**src/hdl/tmat_pkg.sv**
```systemverilog
// ----------------------------------------------------------------------------
// tmat_pkg
// Shared types and codes for the tunnel match-action table.
// ----------------------------------------------------------------------------
package tmat_pkg;

  localparam int TUNNEL_SLOTS_DEF = 16;
  localparam int ADDR_BITS_DEF    = 16;
  localparam int UID_W            = 16;

  localparam logic [1:0] FN_CLASSIFY   = 2'd0;
  localparam logic [1:0] FN_ACTIVATE   = 2'd1;
  localparam logic [1:0] FN_DEACTIVATE = 2'd2;
  localparam logic [1:0] FN_UNUSED     = 2'd3;

  localparam logic [7:0] BG_CLASS = 8'd2;

  localparam logic [3:0] ACT_IGNORED     = 4'd0;
  localparam logic [3:0] ACT_NOMATCH     = 4'd1;
  localparam logic [3:0] ACT_IN          = 4'd2;
  localparam logic [3:0] ACT_OUT         = 4'd3;
  localparam logic [3:0] ACT_FROM_OUT_MG = 4'd4;
  localparam logic [3:0] ACT_FROM_OUT_NM = 4'd5;
  localparam logic [3:0] ACT_FROM_IN_MG  = 4'd6;
  localparam logic [3:0] ACT_FROM_IN_P1  = 4'd7;
  localparam logic [3:0] ACT_FROM_IN_P2  = 4'd8;
  localparam logic [3:0] ACT_TO_P1       = 4'd9;
  localparam logic [3:0] ACT_TO_P2_NM    = 4'd10;
  localparam logic [3:0] ACT_TO_P2_MG    = 4'd11;
  localparam logic [3:0] ACT_FROM_NONE   = 4'd12;
  localparam logic [3:0] ACT_ACTIVATED   = 4'd13;
  localparam logic [3:0] ACT_DEACTIVATED = 4'd14;
  localparam logic [3:0] ACT_FULL        = 4'd15;

  localparam logic [1:0] PRIO_LEAVE = 2'd0;
  localparam logic [1:0] PRIO_SET   = 2'd1;
  localparam logic [1:0] PRIO_CLEAR = 2'd2;

  typedef struct packed {
    logic [3:0]       action;
    logic [UID_W-1:0] uid;
    logic [15:0]      new_src;
    logic [15:0]      new_dst;
    logic [15:0]      push_addr;
    logic [1:0]       high_prio;
    logic             skip;
    logic             consumed;
  } result_t;

endpackage

```
**src/hdl/tmat_store.sv**
```systemverilog
// ----------------------------------------------------------------------------
// tmat_store
// Tunnel entry memory: one write port, one registered read port, plus
// per-slot valid bits cleared at reset.
// ----------------------------------------------------------------------------
module tmat_store #(
  parameter int TUNNEL_SLOTS = tmat_pkg::TUNNEL_SLOTS_DEF,
  parameter int ADDR_BITS    = tmat_pkg::ADDR_BITS_DEF,
  localparam int IW = (TUNNEL_SLOTS > 1) ? $clog2(TUNNEL_SLOTS) : 1,
  localparam int EW = 4 * ADDR_BITS + tmat_pkg::UID_W
) (
  input  logic                    clk,
  input  logic                    rst_n,
  input  logic [IW-1:0]           rd_idx,
  output logic [EW-1:0]           rd_data,
  input  logic                    wr_en,
  input  logic [IW-1:0]           wr_idx,
  input  logic [EW-1:0]           wr_data,
  input  logic                    set_en,
  input  logic                    clr_en,
  input  logic [IW-1:0]           vld_idx,
  output logic [TUNNEL_SLOTS-1:0] valid
);

  logic [EW-1:0]           mem [TUNNEL_SLOTS];
  logic [EW-1:0]           rd_data_r;
  logic [TUNNEL_SLOTS-1:0] valid_r;

  always_ff @(posedge clk) begin
    if (wr_en) begin
      mem[wr_idx] <= wr_data;
    end
    rd_data_r <= mem[rd_idx];
  end

  always_ff @(posedge clk) begin
    if (!rst_n) begin
      valid_r <= '0;
    end else if (set_en) begin
      valid_r[vld_idx] <= 1'b1;
    end else if (clr_en) begin
      valid_r[vld_idx] <= 1'b0;
    end
  end

  assign rd_data = rd_data_r;
  assign valid   = valid_r;

endmodule

```
**src/hdl/tmat_match.sv**
```systemverilog
// ----------------------------------------------------------------------------
// tmat_match
// Role match and action decode for one table entry against one packet.
// ----------------------------------------------------------------------------
module tmat_match #(
  parameter int ADDR_BITS = tmat_pkg::ADDR_BITS_DEF
) (
  input  logic [ADDR_BITS-1:0]       e_in,
  input  logic [ADDR_BITS-1:0]       e_out,
  input  logic [ADDR_BITS-1:0]       e_from,
  input  logic [ADDR_BITS-1:0]       e_to,
  input  logic [tmat_pkg::UID_W-1:0] e_uid,
  input  logic [15:0]                node,
  input  logic [15:0]                src,
  input  logic [15:0]                dst,
  input  logic                       normal,
  input  logic                       skip,
  output logic                       hit,
  output tmat_pkg::result_t          res
);

  logic [15:0] a_in, a_out, a_from, a_to;

  always_comb begin
    a_in   = 16'(e_in);
    a_out  = 16'(e_out);
    a_from = 16'(e_from);
    a_to   = 16'(e_to);
    hit = 1'b0;
    res = '0;
    res.uid     = e_uid;
    res.new_src = src;
    res.new_dst = dst;
    res.skip    = skip;
    if (node == a_in) begin
      if (dst == a_from || src == a_to) begin
        hit = 1'b1;
        res.action    = tmat_pkg::ACT_IN;
        res.push_addr = a_out;
        res.high_prio = tmat_pkg::PRIO_SET;
      end
    end else if (node == a_out) begin
      if (src == a_to || dst == a_to) begin
        hit = 1'b1;
        res.action    = tmat_pkg::ACT_OUT;
        res.high_prio = tmat_pkg::PRIO_CLEAR;
      end
    end else if (node == a_from) begin
      if (dst == a_from || src == a_from) begin
        hit = 1'b1;
        if (dst == node) begin
          if (!normal) begin
            res.action    = tmat_pkg::ACT_FROM_IN_MG;
            res.new_dst   = a_to;
            res.high_prio = tmat_pkg::PRIO_SET;
          end else if (!skip) begin
            res.action = tmat_pkg::ACT_FROM_IN_P1;
            res.skip   = 1'b1;
          end else begin
            res.action   = tmat_pkg::ACT_FROM_IN_P2;
            res.consumed = 1'b1;
          end
        end else if (src == node) begin
          if (!normal) begin
            res.action   = tmat_pkg::ACT_FROM_OUT_MG;
            res.new_src  = a_to;
            res.consumed = 1'b1;
          end else begin
            res.action = tmat_pkg::ACT_FROM_OUT_NM;
          end
        end else begin
          res.action = tmat_pkg::ACT_FROM_NONE;
        end
      end
    end else if (node == a_to) begin
      if (dst == a_to) begin
        hit = 1'b1;
        if (!skip) begin
          res.action = tmat_pkg::ACT_TO_P1;
          res.skip   = 1'b1;
        end else if (normal) begin
          res.action   = tmat_pkg::ACT_TO_P2_NM;
          res.skip     = 1'b0;
          res.new_dst  = a_from;
          res.consumed = 1'b1;
        end else begin
          res.action = tmat_pkg::ACT_TO_P2_MG;
          res.skip   = 1'b0;
        end
      end
    end
  end

endmodule

```
**src/hdl/tunnel_match_action_table.sv**
```systemverilog
// ----------------------------------------------------------------------------
// tunnel_match_action_table
// Migration tunnel table with packet classification.
// ----------------------------------------------------------------------------
// Entries live in a synchronous memory read one slot per cycle.
// A deactivate request, or a classify request not in the background
// class, scans slots in order and stops at the first hit. Activate,
// background and unused requests need no scan; activate takes the free
// slot from the valid bits. The result sits in an output register; one
// request is worked at a time and the next is taken the cycle after the
// previous result is handed off.
module tunnel_match_action_table #(
  parameter int TUNNEL_SLOTS = tmat_pkg::TUNNEL_SLOTS_DEF
) (
  input  logic                 clk,
  input  logic                 rst_n,
  input  logic                 in_valid,
  output logic                 in_stall,
  input  logic [1:0]           in_func,
  input  logic [15:0]          in_node_addr,
  input  logic [15:0]          in_pkt_src,
  input  logic [15:0]          in_pkt_dst,
  input  logic [7:0]           in_traffic_class,
  input  logic [1:0]           in_mig_state,
  input  logic                 in_skip_flag_in,
  input  logic [15:0]          in_in_addr,
  input  logic [15:0]          in_out_addr,
  input  logic [15:0]          in_from_addr,
  input  logic [15:0]          in_to_addr,
  input  logic [15:0]          in_tunnel_uid,
  output logic                 out_valid,
  input  logic                 out_stall,
  output logic [3:0]           out_action,
  output logic [15:0]          out_uid_out,
  output logic [15:0]          out_new_src,
  output logic [15:0]          out_new_dst,
  output logic [15:0]          out_push_addr,
  output logic [1:0]           out_high_prio,
  output logic                 out_skip_flag_out,
  output logic                 out_consumed
);

  localparam int ADDR_BITS = tmat_pkg::ADDR_BITS_DEF;
  localparam int IW  = (TUNNEL_SLOTS > 1) ? $clog2(TUNNEL_SLOTS) : 1;
  localparam int CW  = $clog2(TUNNEL_SLOTS + 1);
  localparam int UW  = tmat_pkg::UID_W;
  localparam int EW  = 4 * ADDR_BITS + UW;
  localparam logic [CW-1:0] LAST = CW'(TUNNEL_SLOTS - 1);

  localparam logic [1:0] ST_IDLE = 2'd0;
  localparam logic [1:0] ST_SCAN = 2'd1;
  localparam logic [1:0] ST_OUT  = 2'd2;

  logic [1:0]    state_r, state_nxt;
  logic [CW-1:0] rd_cnt_r, rd_cnt_nxt;   // slot being addressed
  logic [CW-1:0] ck_cnt_r, ck_cnt_nxt;   // slot whose data is on the port
  logic          ck_vld_r, ck_vld_nxt;
  logic [UW-1:0] next_uid_r, next_uid_nxt;

  logic [1:0]  func_r;
  logic [15:0] node_r, src_r, dst_r, uid_q_r;
  logic        normal_r, skip_r;

  tmat_pkg::result_t res_r, res_nxt;
  logic              out_valid_r, out_valid_nxt;

  logic [EW-1:0]           rd_data;
  logic [TUNNEL_SLOTS-1:0] valid;
  logic                    wr_en, set_en, clr_en;
  logic [IW-1:0]           vld_idx, free_idx;
  logic                    free_found;
  logic                    take;
  logic                    hit;
  tmat_pkg::result_t       mres;
  logic [ADDR_BITS-1:0]    e_in, e_out, e_from, e_to;
  logic [UW-1:0]           e_uid;
  logic                    slot_ok;

  assign take     = in_valid && !in_stall;
  assign in_stall = (state_r != ST_IDLE) || out_valid_r;

  assign {e_in, e_out, e_from, e_to, e_uid} = rd_data;

  // lowest free slot from the valid bits
  always_comb begin
    free_found = 1'b0;
    free_idx   = '0;
    for (int i = TUNNEL_SLOTS - 1; i >= 0; i--) begin
      if (!valid[i]) begin
        free_found = 1'b1;
        free_idx   = IW'(i);
      end
    end
  end

  tmat_store #(.TUNNEL_SLOTS(TUNNEL_SLOTS), .ADDR_BITS(ADDR_BITS)) u_store (
    .clk     (clk),
    .rst_n   (rst_n),
    .rd_idx  (rd_cnt_r[IW-1:0]),
    .rd_data (rd_data),
    .wr_en   (wr_en),
    .wr_idx  (free_idx),
    .wr_data ({in_in_addr[ADDR_BITS-1:0] & {ADDR_BITS{1'b1}},
               in_out_addr[ADDR_BITS-1:0], in_from_addr[ADDR_BITS-1:0],
               in_to_addr[ADDR_BITS-1:0], next_uid_r}),
    .set_en  (set_en),
    .clr_en  (clr_en),
    .vld_idx (vld_idx),
    .valid   (valid)
  );

  tmat_match #(.ADDR_BITS(ADDR_BITS)) u_match (
    .e_in   (e_in),
    .e_out  (e_out),
    .e_from (e_from),
    .e_to   (e_to),
    .e_uid  (e_uid),
    .node   (node_r),
    .src    (src_r),
    .dst    (dst_r),
    .normal (normal_r),
    .skip   (skip_r),
    .hit    (hit),
    .res    (mres)
  );

  assign slot_ok = ck_vld_r && valid[ck_cnt_r[IW-1:0]];

  always_comb begin
    state_nxt     = state_r;
    rd_cnt_nxt    = rd_cnt_r;
    ck_cnt_nxt    = ck_cnt_r;
    ck_vld_nxt    = 1'b0;
    next_uid_nxt  = next_uid_r;
    res_nxt       = res_r;
    out_valid_nxt = out_valid_r;
    wr_en         = 1'b0;
    set_en        = 1'b0;
    clr_en        = 1'b0;
    vld_idx       = free_idx;
    if (out_valid_r && !out_stall) begin
      out_valid_nxt = 1'b0;
    end
    unique case (state_r)
      ST_IDLE: begin
        if (take) begin
          res_nxt = '0;
          unique case (in_func)
            tmat_pkg::FN_CLASSIFY: begin
              res_nxt.new_src = in_pkt_src;
              res_nxt.new_dst = in_pkt_dst;
              res_nxt.skip    = in_skip_flag_in;
              if (in_traffic_class == tmat_pkg::BG_CLASS) begin
                res_nxt.action = tmat_pkg::ACT_IGNORED;
                state_nxt      = ST_OUT;
              end else begin
                rd_cnt_nxt = '0;
                state_nxt  = ST_SCAN;
              end
            end
            tmat_pkg::FN_ACTIVATE: begin
              if (free_found) begin
                wr_en          = 1'b1;
                set_en         = 1'b1;
                res_nxt.action = tmat_pkg::ACT_ACTIVATED;
                res_nxt.uid    = next_uid_r;
                next_uid_nxt   = next_uid_r + 1'b1;
              end else begin
                res_nxt.action = tmat_pkg::ACT_FULL;
              end
              state_nxt = ST_OUT;
            end
            tmat_pkg::FN_DEACTIVATE: begin
              res_nxt.uid = in_tunnel_uid;
              rd_cnt_nxt  = '0;
              state_nxt   = ST_SCAN;
            end
            default: begin
              state_nxt = ST_OUT;
            end
          endcase
        end
      end
      ST_SCAN: begin
        // issue next read while checking the slot returned last cycle
        if (rd_cnt_r <= LAST) begin
          ck_cnt_nxt = rd_cnt_r;
          ck_vld_nxt = 1'b1;
          rd_cnt_nxt = rd_cnt_r + 1'b1;
        end
        if (func_r == tmat_pkg::FN_CLASSIFY) begin
          if (slot_ok && hit) begin
            res_nxt   = mres;
            state_nxt = ST_OUT;
          end else if (ck_vld_r && ck_cnt_r == LAST) begin
            res_nxt.action    = tmat_pkg::ACT_NOMATCH;
            res_nxt.high_prio = tmat_pkg::PRIO_CLEAR;
            state_nxt         = ST_OUT;
          end
        end else begin
          if (slot_ok && e_uid == uid_q_r) begin
            clr_en         = 1'b1;
            vld_idx        = ck_cnt_r[IW-1:0];
            res_nxt.action = tmat_pkg::ACT_DEACTIVATED;
            state_nxt      = ST_OUT;
          end else if (ck_vld_r && ck_cnt_r == LAST) begin
            res_nxt.action = tmat_pkg::ACT_NOMATCH;
            state_nxt      = ST_OUT;
          end
        end
        if (state_nxt == ST_OUT) begin
          ck_vld_nxt = 1'b0;
        end
      end
      ST_OUT: begin
        out_valid_nxt = 1'b1;
        state_nxt     = ST_IDLE;
      end
      default: begin
        state_nxt = ST_IDLE;
      end
    endcase
  end

  always_ff @(posedge clk) begin
    if (!rst_n) begin
      state_r     <= ST_IDLE;
      rd_cnt_r    <= '0;
      ck_cnt_r    <= '0;
      ck_vld_r    <= 1'b0;
      next_uid_r  <= '0;
      out_valid_r <= 1'b0;
    end else begin
      state_r     <= state_nxt;
      rd_cnt_r    <= rd_cnt_nxt;
      ck_cnt_r    <= ck_cnt_nxt;
      ck_vld_r    <= ck_vld_nxt;
      next_uid_r  <= next_uid_nxt;
      out_valid_r <= out_valid_nxt;
    end
  end

  always_ff @(posedge clk) begin
    res_r <= res_nxt;
    if (take) begin
      func_r   <= in_func;
      node_r   <= in_node_addr;
      src_r    <= in_pkt_src;
      dst_r    <= in_pkt_dst;
      normal_r <= (in_mig_state == 2'd0);
      skip_r   <= in_skip_flag_in;
      uid_q_r  <= in_tunnel_uid;
    end
  end

  assign out_valid         = out_valid_r;
  assign out_action        = res_r.action;
  assign out_uid_out       = res_r.uid;
  assign out_new_src       = res_r.new_src;
  assign out_new_dst       = res_r.new_dst;
  assign out_push_addr     = res_r.push_addr;
  assign out_high_prio     = res_r.high_prio;
  assign out_skip_flag_out = res_r.skip;
  assign out_consumed      = res_r.consumed;

endmodule

```
**config.mk**
```make
export PLATFORM = sky130hd
export DESIGN_NAME = tunnel_match_action_table
export DESIGN_NICKNAME = d
export VERILOG_FILES = /design/src/hdl/tmat_pkg.sv /design/src/hdl/tmat_store.sv /design/src/hdl/tmat_match.sv /design/src/hdl/tunnel_match_action_table.sv
export SDC_FILE = /design/constraint.sdc
export NUM_CORES = 2
export LEC_CHECK = 0
export BUFFER_PORTS_ARGS = -buffer_cell sky130_fd_sc_hd__buf_4
export CAP_MARGIN = 5
export CORE_MARGIN = 5
export CORE_UTILIZATION = 58
export CTS_BUF_LIST = sky130_fd_sc_hd__clkbuf_2
export DETAILED_ROUTE_END_ITERATION = 6
export PLACE_DENSITY = 0.8
export REMOVE_ABC_BUFFERS = 1
export SLEW_MARGIN = 20
export SYNTH_ARGS = -nofsm -noshare
export SYNTH_HDL_FRONTEND = slang
export SYNTH_SLANG_ARGS = --single-unit
export TNS_END_PERCENT = 10
```
**constraint.sdc**
```tcl
create_clock -name clk -period 6.28 [get_ports clk]
set_input_delay 0 -clock clk [delete_from_list [all_inputs] [get_ports clk]]
set_output_delay 0 -clock clk [all_outputs]
set_load 0.05 [all_outputs]
```
Word-level counts from Yosys, hierarchy flattened:

Memories as Yosys holds them, arrays and structs flattened. A register that Yosys moved wholly into a read port is not among the register bits.
Cells that the tools add are included.

* reductions and logical operators: 28
* bitwise logic cells: 5
* magnitude comparators: 4
* equality and inequality tests: 25
* $add $sub $neg: 2
* mux-type cells: 143

Operators with widths (number)
* 16-bit two-way mux: 15
* 16-bit equality test: 11
* 72-bit case mux with 2 select lines: 1
* 4-bit two-way mux: 35
* 32-bit two-way mux: 4
* 72-bit two-way mux: 1
* 68-bit two-way mux: 1
* 64-bit two-way mux: 1
* 1-bit two-way mux: 49
* 2-bit two-way mux: 24
* 16-bit case mux with 2 select lines: 1
* 5-bit case mux with 2 select lines: 2
* 18-bit two-way mux: 1
* 16-bit by 1-bit adder with 16-bit output, second input constant: 1
* 16-bit bitwise AND: 1
* 16-bit inverter: 1
* 16-bit bitwise OR: 1
* 5-bit two-way mux: 3
* 4-bit AND reduction: 3
* 4-bit by 5-bit < comparator with 1-bit output, second input constant: 2
* 8-bit by 2-bit equality test with 1-bit output, second input constant: 1
* 2-bit zero test: 4
* 2-bit inequality test, second input constant: 4
* 2-bit case mux with 2 select lines: 2
* 19 further kinds: 38

* bits in writable memories: 1280
* flip-flop bits (word level): 186
* word-level logic and storage cells: 230
* memories kept: 1
* bits of input ports: 145

Memory list
* u_store.mem: words 16, bits a word 80, rd ports 1, clocked after memory_dff 1, write ports 1, line tmat_store.sv:25 `logic [EW-1:0] mem [TUNNEL_SLOTS];`

Longest topological paths before layout:

* word-level depth: 27
* depth in mapped cells: 11

By module:

A second synthesis with hierarchy kept.

* cell total of the unflattened synthesis: 3125
* area total of the unflattened synthesis: 60390.4 um2

Modules (own cells, without submodules)
* tmat_store: cells each 2140, area each 50159.4 um2, instances 1
* tunnel_match_action_table: cells each 602, area each 7317.0 um2, instances 1
* tmat_match: cells each 383, area each 2914.0 um2, instances 1

Worst setup path after synthesis:

OpenSTA, ideal clock, no wires.

* path type: register -> register
* from: register out_valid_r, in the netlist out_valid
* to: memory u_store.mem[14][0] (netlist name) (enable)
* data required time: 5761 ps
* period minus slack after synthesis: 7021 ps
* arrival: 6501 ps
* stages on the path, launching flop included: 8
* setup time: 519 ps
* slack: -741 ps
* cell sequence: dfxtp_1 nor3_1 nand2_1 inv_1 and2_1 clkbuf_1 nand3_1 nor2_1

* longest elaborated chain between the ends: 7

RTL lines
* from (decl): line tunnel_match_action_table.sv:65 `logic out_valid_r, out_valid_nxt;`
* from (signal assigned): line tunnel_match_action_table.sv:239 `out_valid_r <= out_valid_nxt;`
* 1-bit logical OR: line tunnel_match_action_table.sv:80 `assign in_stall = (state_r != ST_IDLE) || out_valid_r;`
* 1-bit zero test: line tunnel_match_action_table.sv:79 `assign take = in_valid && !in_stall;`
* 1-bit logical AND: line tunnel_match_action_table.sv:79
* named net take: line tunnel_match_action_table.sv:72 `logic take;`
* 1-bit two-way mux: line tunnel_match_action_table.sv:146 `if (take) begin`
* 1-bit two-way mux: line tunnel_match_action_table.sv:144 `unique case (state_r)`
* 1-bit two-way mux: line tmat_store.sv:30 `if (wr_en) begin`
* 1-bit two-way mux (not written as such): line tmat_store.sv:31 `mem[wr_idx] <= wr_data;`
* to (decl): line tmat_store.sv:25

The timed path passes the listed nets, and every way through them passes these cells.

Worst setup path after layout:

* from: register node_r[5]
* to: register res_r, in the netlist out_push_addr[1] (enable)

* longest elaborated chain between the ends: 8

RTL lines
* from (decl): line tunnel_match_action_table.sv:61 `logic [15:0] node_r, src_r, dst_r, uid_q_r;`
* from (signal assigned): line tunnel_match_action_table.sv:247 `node_r <= in_node_addr;`
* 16-bit equality test: line tmat_match.sv:75 `end else if (node == a_to) begin`
* 1-bit two-way mux: line tmat_match.sv:75
* 1-bit two-way mux: line tmat_match.sv:48 `end else if (node == a_from) begin`
* 1-bit two-way mux: line tmat_match.sv:42 `end else if (node == a_out) begin`
* 1-bit two-way mux *: line tmat_match.sv:35 `if (node == a_in) begin`
* 1-bit logical AND *: line tunnel_match_action_table.sv:192 `if (slot_ok && hit) begin`
* 2-bit inequality test (no source line) *
* 4-bit AND reduction (no source line) *
* to (signal assigned): line tunnel_match_action_table.sv:244 `res_r <= res_nxt;`
* to (decl): line tunnel_match_action_table.sv:64 `tmat_pkg::result_t res_r, res_nxt;`

Mark *: on every way between the ends. The rest lies on a longest branch, timed or not.
A chain may end at the register's enable or synchronous reset.

==> metrics.csv <==
metric;value;unit
run status;completed;
sequential area share after synthesis;0.7543;
core area;102200;um2
# nets final;3934;
global-route wire length before repair;239.8;mm
clock-pin slew on the worst setup and hold paths;0.13;ns
Filler cells;6295;
DIE AREA;109800;um2
largest net degree at the start of global routing;161;
startpoint type of the worst setup path;flop;
Layout Utilization;0.6941;
wire per inst;30.42;um
post-CTS setup buffer count;0;
Residual DRC;0;
CP Data Arrival Time;5.61;ns
worst vdd ir;0.2109;mV
Synth Instances;2869;
clock sinks;1546;
largest fanout on the critical path;66;
setup ws final;1.854;ns
Port-buffer cells;218;
Skew-Pair Late Insertion Delay;1.68;ns
clock buffer count from CTS;377;
EDFF count, synth;1420;
Iteration-0 DRC Markers;4246;
Initial Utilization;0.5859;
hold crit path type;in2reg;
worst-margin pin slew;1.235;ns
Pwr Density;279.0;nW/um2
I/O Pins;219;
pre-CTS setup slack;2.036;ns
Routed Wire Length;165.4;mm
synth warn;0;
Placer Congestion;0.9277;
Avg Cell Area, Syn;20.87;um2
Max Slew Vio Count;0;
Layout area overhead;18.46;%
Main synth FF type;edfxtp_1;
Syn Std Cell Area;59870;um2
CTS tree;yes;
Leakage;0.02389;uW
Total GRT Usage;0.2996;
Final ANT Viol Nets;0;
number of global-route vias before repair;35343;
initial antenna violation count;4;
mux contribution to synthesized area;0.1567;
commonest non-fill, non-tap cell in the layout;edfxtp_1;
residual overflow from global routing;0;
H-tree Lvls;5;
Layout Skew;0.2038;ns
Final min period;4.426;ns
Die X;331.3;um
Clock Tree Buf Depth;4;
simple-gate share of the synthesized area;0.02811;
final worst-path cycle share;0.7048;
Die Y-Extent;331.3;um
CP required;7.46;ns
root buffer cell;clkbuf_2;
Setup Viol. Count Final;0;
Setup Crit Path Kind;reg2reg;
Unique masters post-synth;59;
Synth Area in Compound Gates;0.01975;
DR vias;34065;
Fin Hold WS;0.1939;ns
most frequent cells in the layout;edfxtp_1, clkbuf_2, dlygate4sd3_1;
Peak Freq;0.2259;GHz
CP endpoint kind;flop;
Seq cells post-synth;1546;
Post-Layout Cell Count;5436;
largest family of logic cells by synthesized area;multiplexers;
Pre-Repair DR Iteration Count;6;
RSZ-0062 raised after global routing;no;
fraction of layout cells with a size suffix above 1;0.3227;
Fin. Hold Viols;0;
dpl cells;4348;
post-DP HPWL;89.16;mm
Slew headroom;0.1770;
Via density;6.267;
post-placement cell area;63400;um2
site row count;117;
Adder-Cell Fraction of Synth Area;0.001463;
Async SR Flop Fraction;0;
Final Instance Area;70920;um2
MaxCap Viol Count;0;
XOR/XNOR Fraction of Synth Area;0.02736;
==> power breakdown <==
part           total [uW]  switching, uW  leakage, uW  internal, uW
Combinational        1660            911      0.00693           753
Sequential          11600            249       0.0144         11400
Clock                6480           3970      0.00261          2510
Total               19800           5130       0.0239         14700
==> sequential cells by signal, summed over array words and instances, names as in the netlist, 4 cells and up, named ones only <==
| signal | flops |
|---|---|
| ck_cnt_r | 5 |
| dst_r | 16 |
| next_uid_r | 16 |
| node_r | 16 |
| out_action | 4 |
| out_new_dst | 16 |
| out_new_src | 16 |
| out_push_addr | 16 |
| out_uid_out | 16 |
| rd_cnt_r | 5 |
| src_r | 16 |
| u_store.mem | 1280 |
| u_store.rd_data | 80 |
| uid_q_r | 16 |
==> layout make-up <==
| cell class | count | area, um2 | share of cell area |
|---|---|---|---|
| Multi-Input combinational cell | 1135 | 14110 | 0.1989 |
| Timing Repair Buffer | 691 | 6516 | 0.09188 |
| Tap cell | 1368 | 1712 | 0.02413 |
| Clock inverter | 78 | 367.9 | 0.005187 |
| Clock buffer | 582 | 2913 | 0.04107 |
| Inverter | 31 | 117.6 | 0.001658 |
| Sequential cell | 1546 | 45180 | 0.6370 |
| Antenna cell | 5 | 12.51 | 0.0001764 |
==> per-stage QoR <==
step | power, uW | TNS [ns]
finish | 19790 | 0
floorplan | 12890 | -1475.61
detailed placement | 13290 | 0
global placement | 13270 | 0
CTS | 19750 | 0
global route | 20610 | 0
==> cell usage after synthesis (3+ instances only) <==
cell type	count	area (um2)
mux4_2	402	9054
edfxtp_1	1420	42640
nor3_1	12	60.06
a211oi_1	5	37.54
a21oi_1	33	165.2
o22ai_1	5	31.28
nand2_1	82	307.8
or3_1	11	68.82
nor2_1	62	232.7
nand3_1	36	180.2
o31ai_1	5	37.54
mux2i_1	25	250.2
o21ai_0	54	270.3
and2_1	20	125.1
inv_1	31	116.4
o211ai_1	21	157.7
xnor2_1	99	867.1
nand2b_1	12	75.07
nand4_1	39	244.0
a22oi_1	31	232.7
and3_1	5	31.28
o2111ai_1	4	35.03
buf_2	8	40.04
dfxtp_1	126	2522
a31oi_1	5	31.28
nor4_1	27	168.9
xor2_1	88	770.7
ha_1	7	87.58
mux4_1	3	78.83
clkbuf_1	122	457.9
nor2b_1	6	37.54
buf_1	24	90.09
==> final timing paths <==
kind	start	to	slack, ns	depth (start not counted)
worst min register to register	ck_cnt_r[4]	ck_cnt_r[4]	0.51	2
worst max-delay path	node_r[5]	out_push_addr[1]	1.85	7
worst min-delay path	in_to_addr[4]	u_store.mem[12][20]	0.19	3
worst max register to register	node_r[5]	out_push_addr[1]	1.85	7
==> cells by family (layout without fill, tap and decap cells) <==
group	after synthesis	count (layout)
flip-flops	1546	1546
other	0	5
XOR/XNOR	187	187
buffers and inverters	188	1382
multiplexers	430	430
AND/OR/NAND/NOR	329	329
adder cells (fa/ha/maj)	7	7
AO/OA/AOI/OAI	182	182
==> metal layers <==
layer  wire (um)  track usage  share of wire
met4        4689      0.09794          0.028
met2       81030       0.4802           0.49
met5           0            0              0
met3       18660      0.07626           0.11
met1       60980       0.4124           0.37
==> critical path: stages (launching register included) <==
cell      delay [ns]
edfxtp_1        0.73
xnor2_1         0.19
nand4_1         0.16
nor4_2          0.64
nor3b_2         0.46
o31ai_1         0.15
a21oi_1         0.71
a21o_4          0.85
==> what timing repair did <==
action,4_1_cts,5_1_grt
hold buffers,423,0
setup endpoints to repair,0,0
endpoints found under the hold margin,1782,0
resized for setup,0,0
No activity file was read; power rests on OpenSTA's default activity.
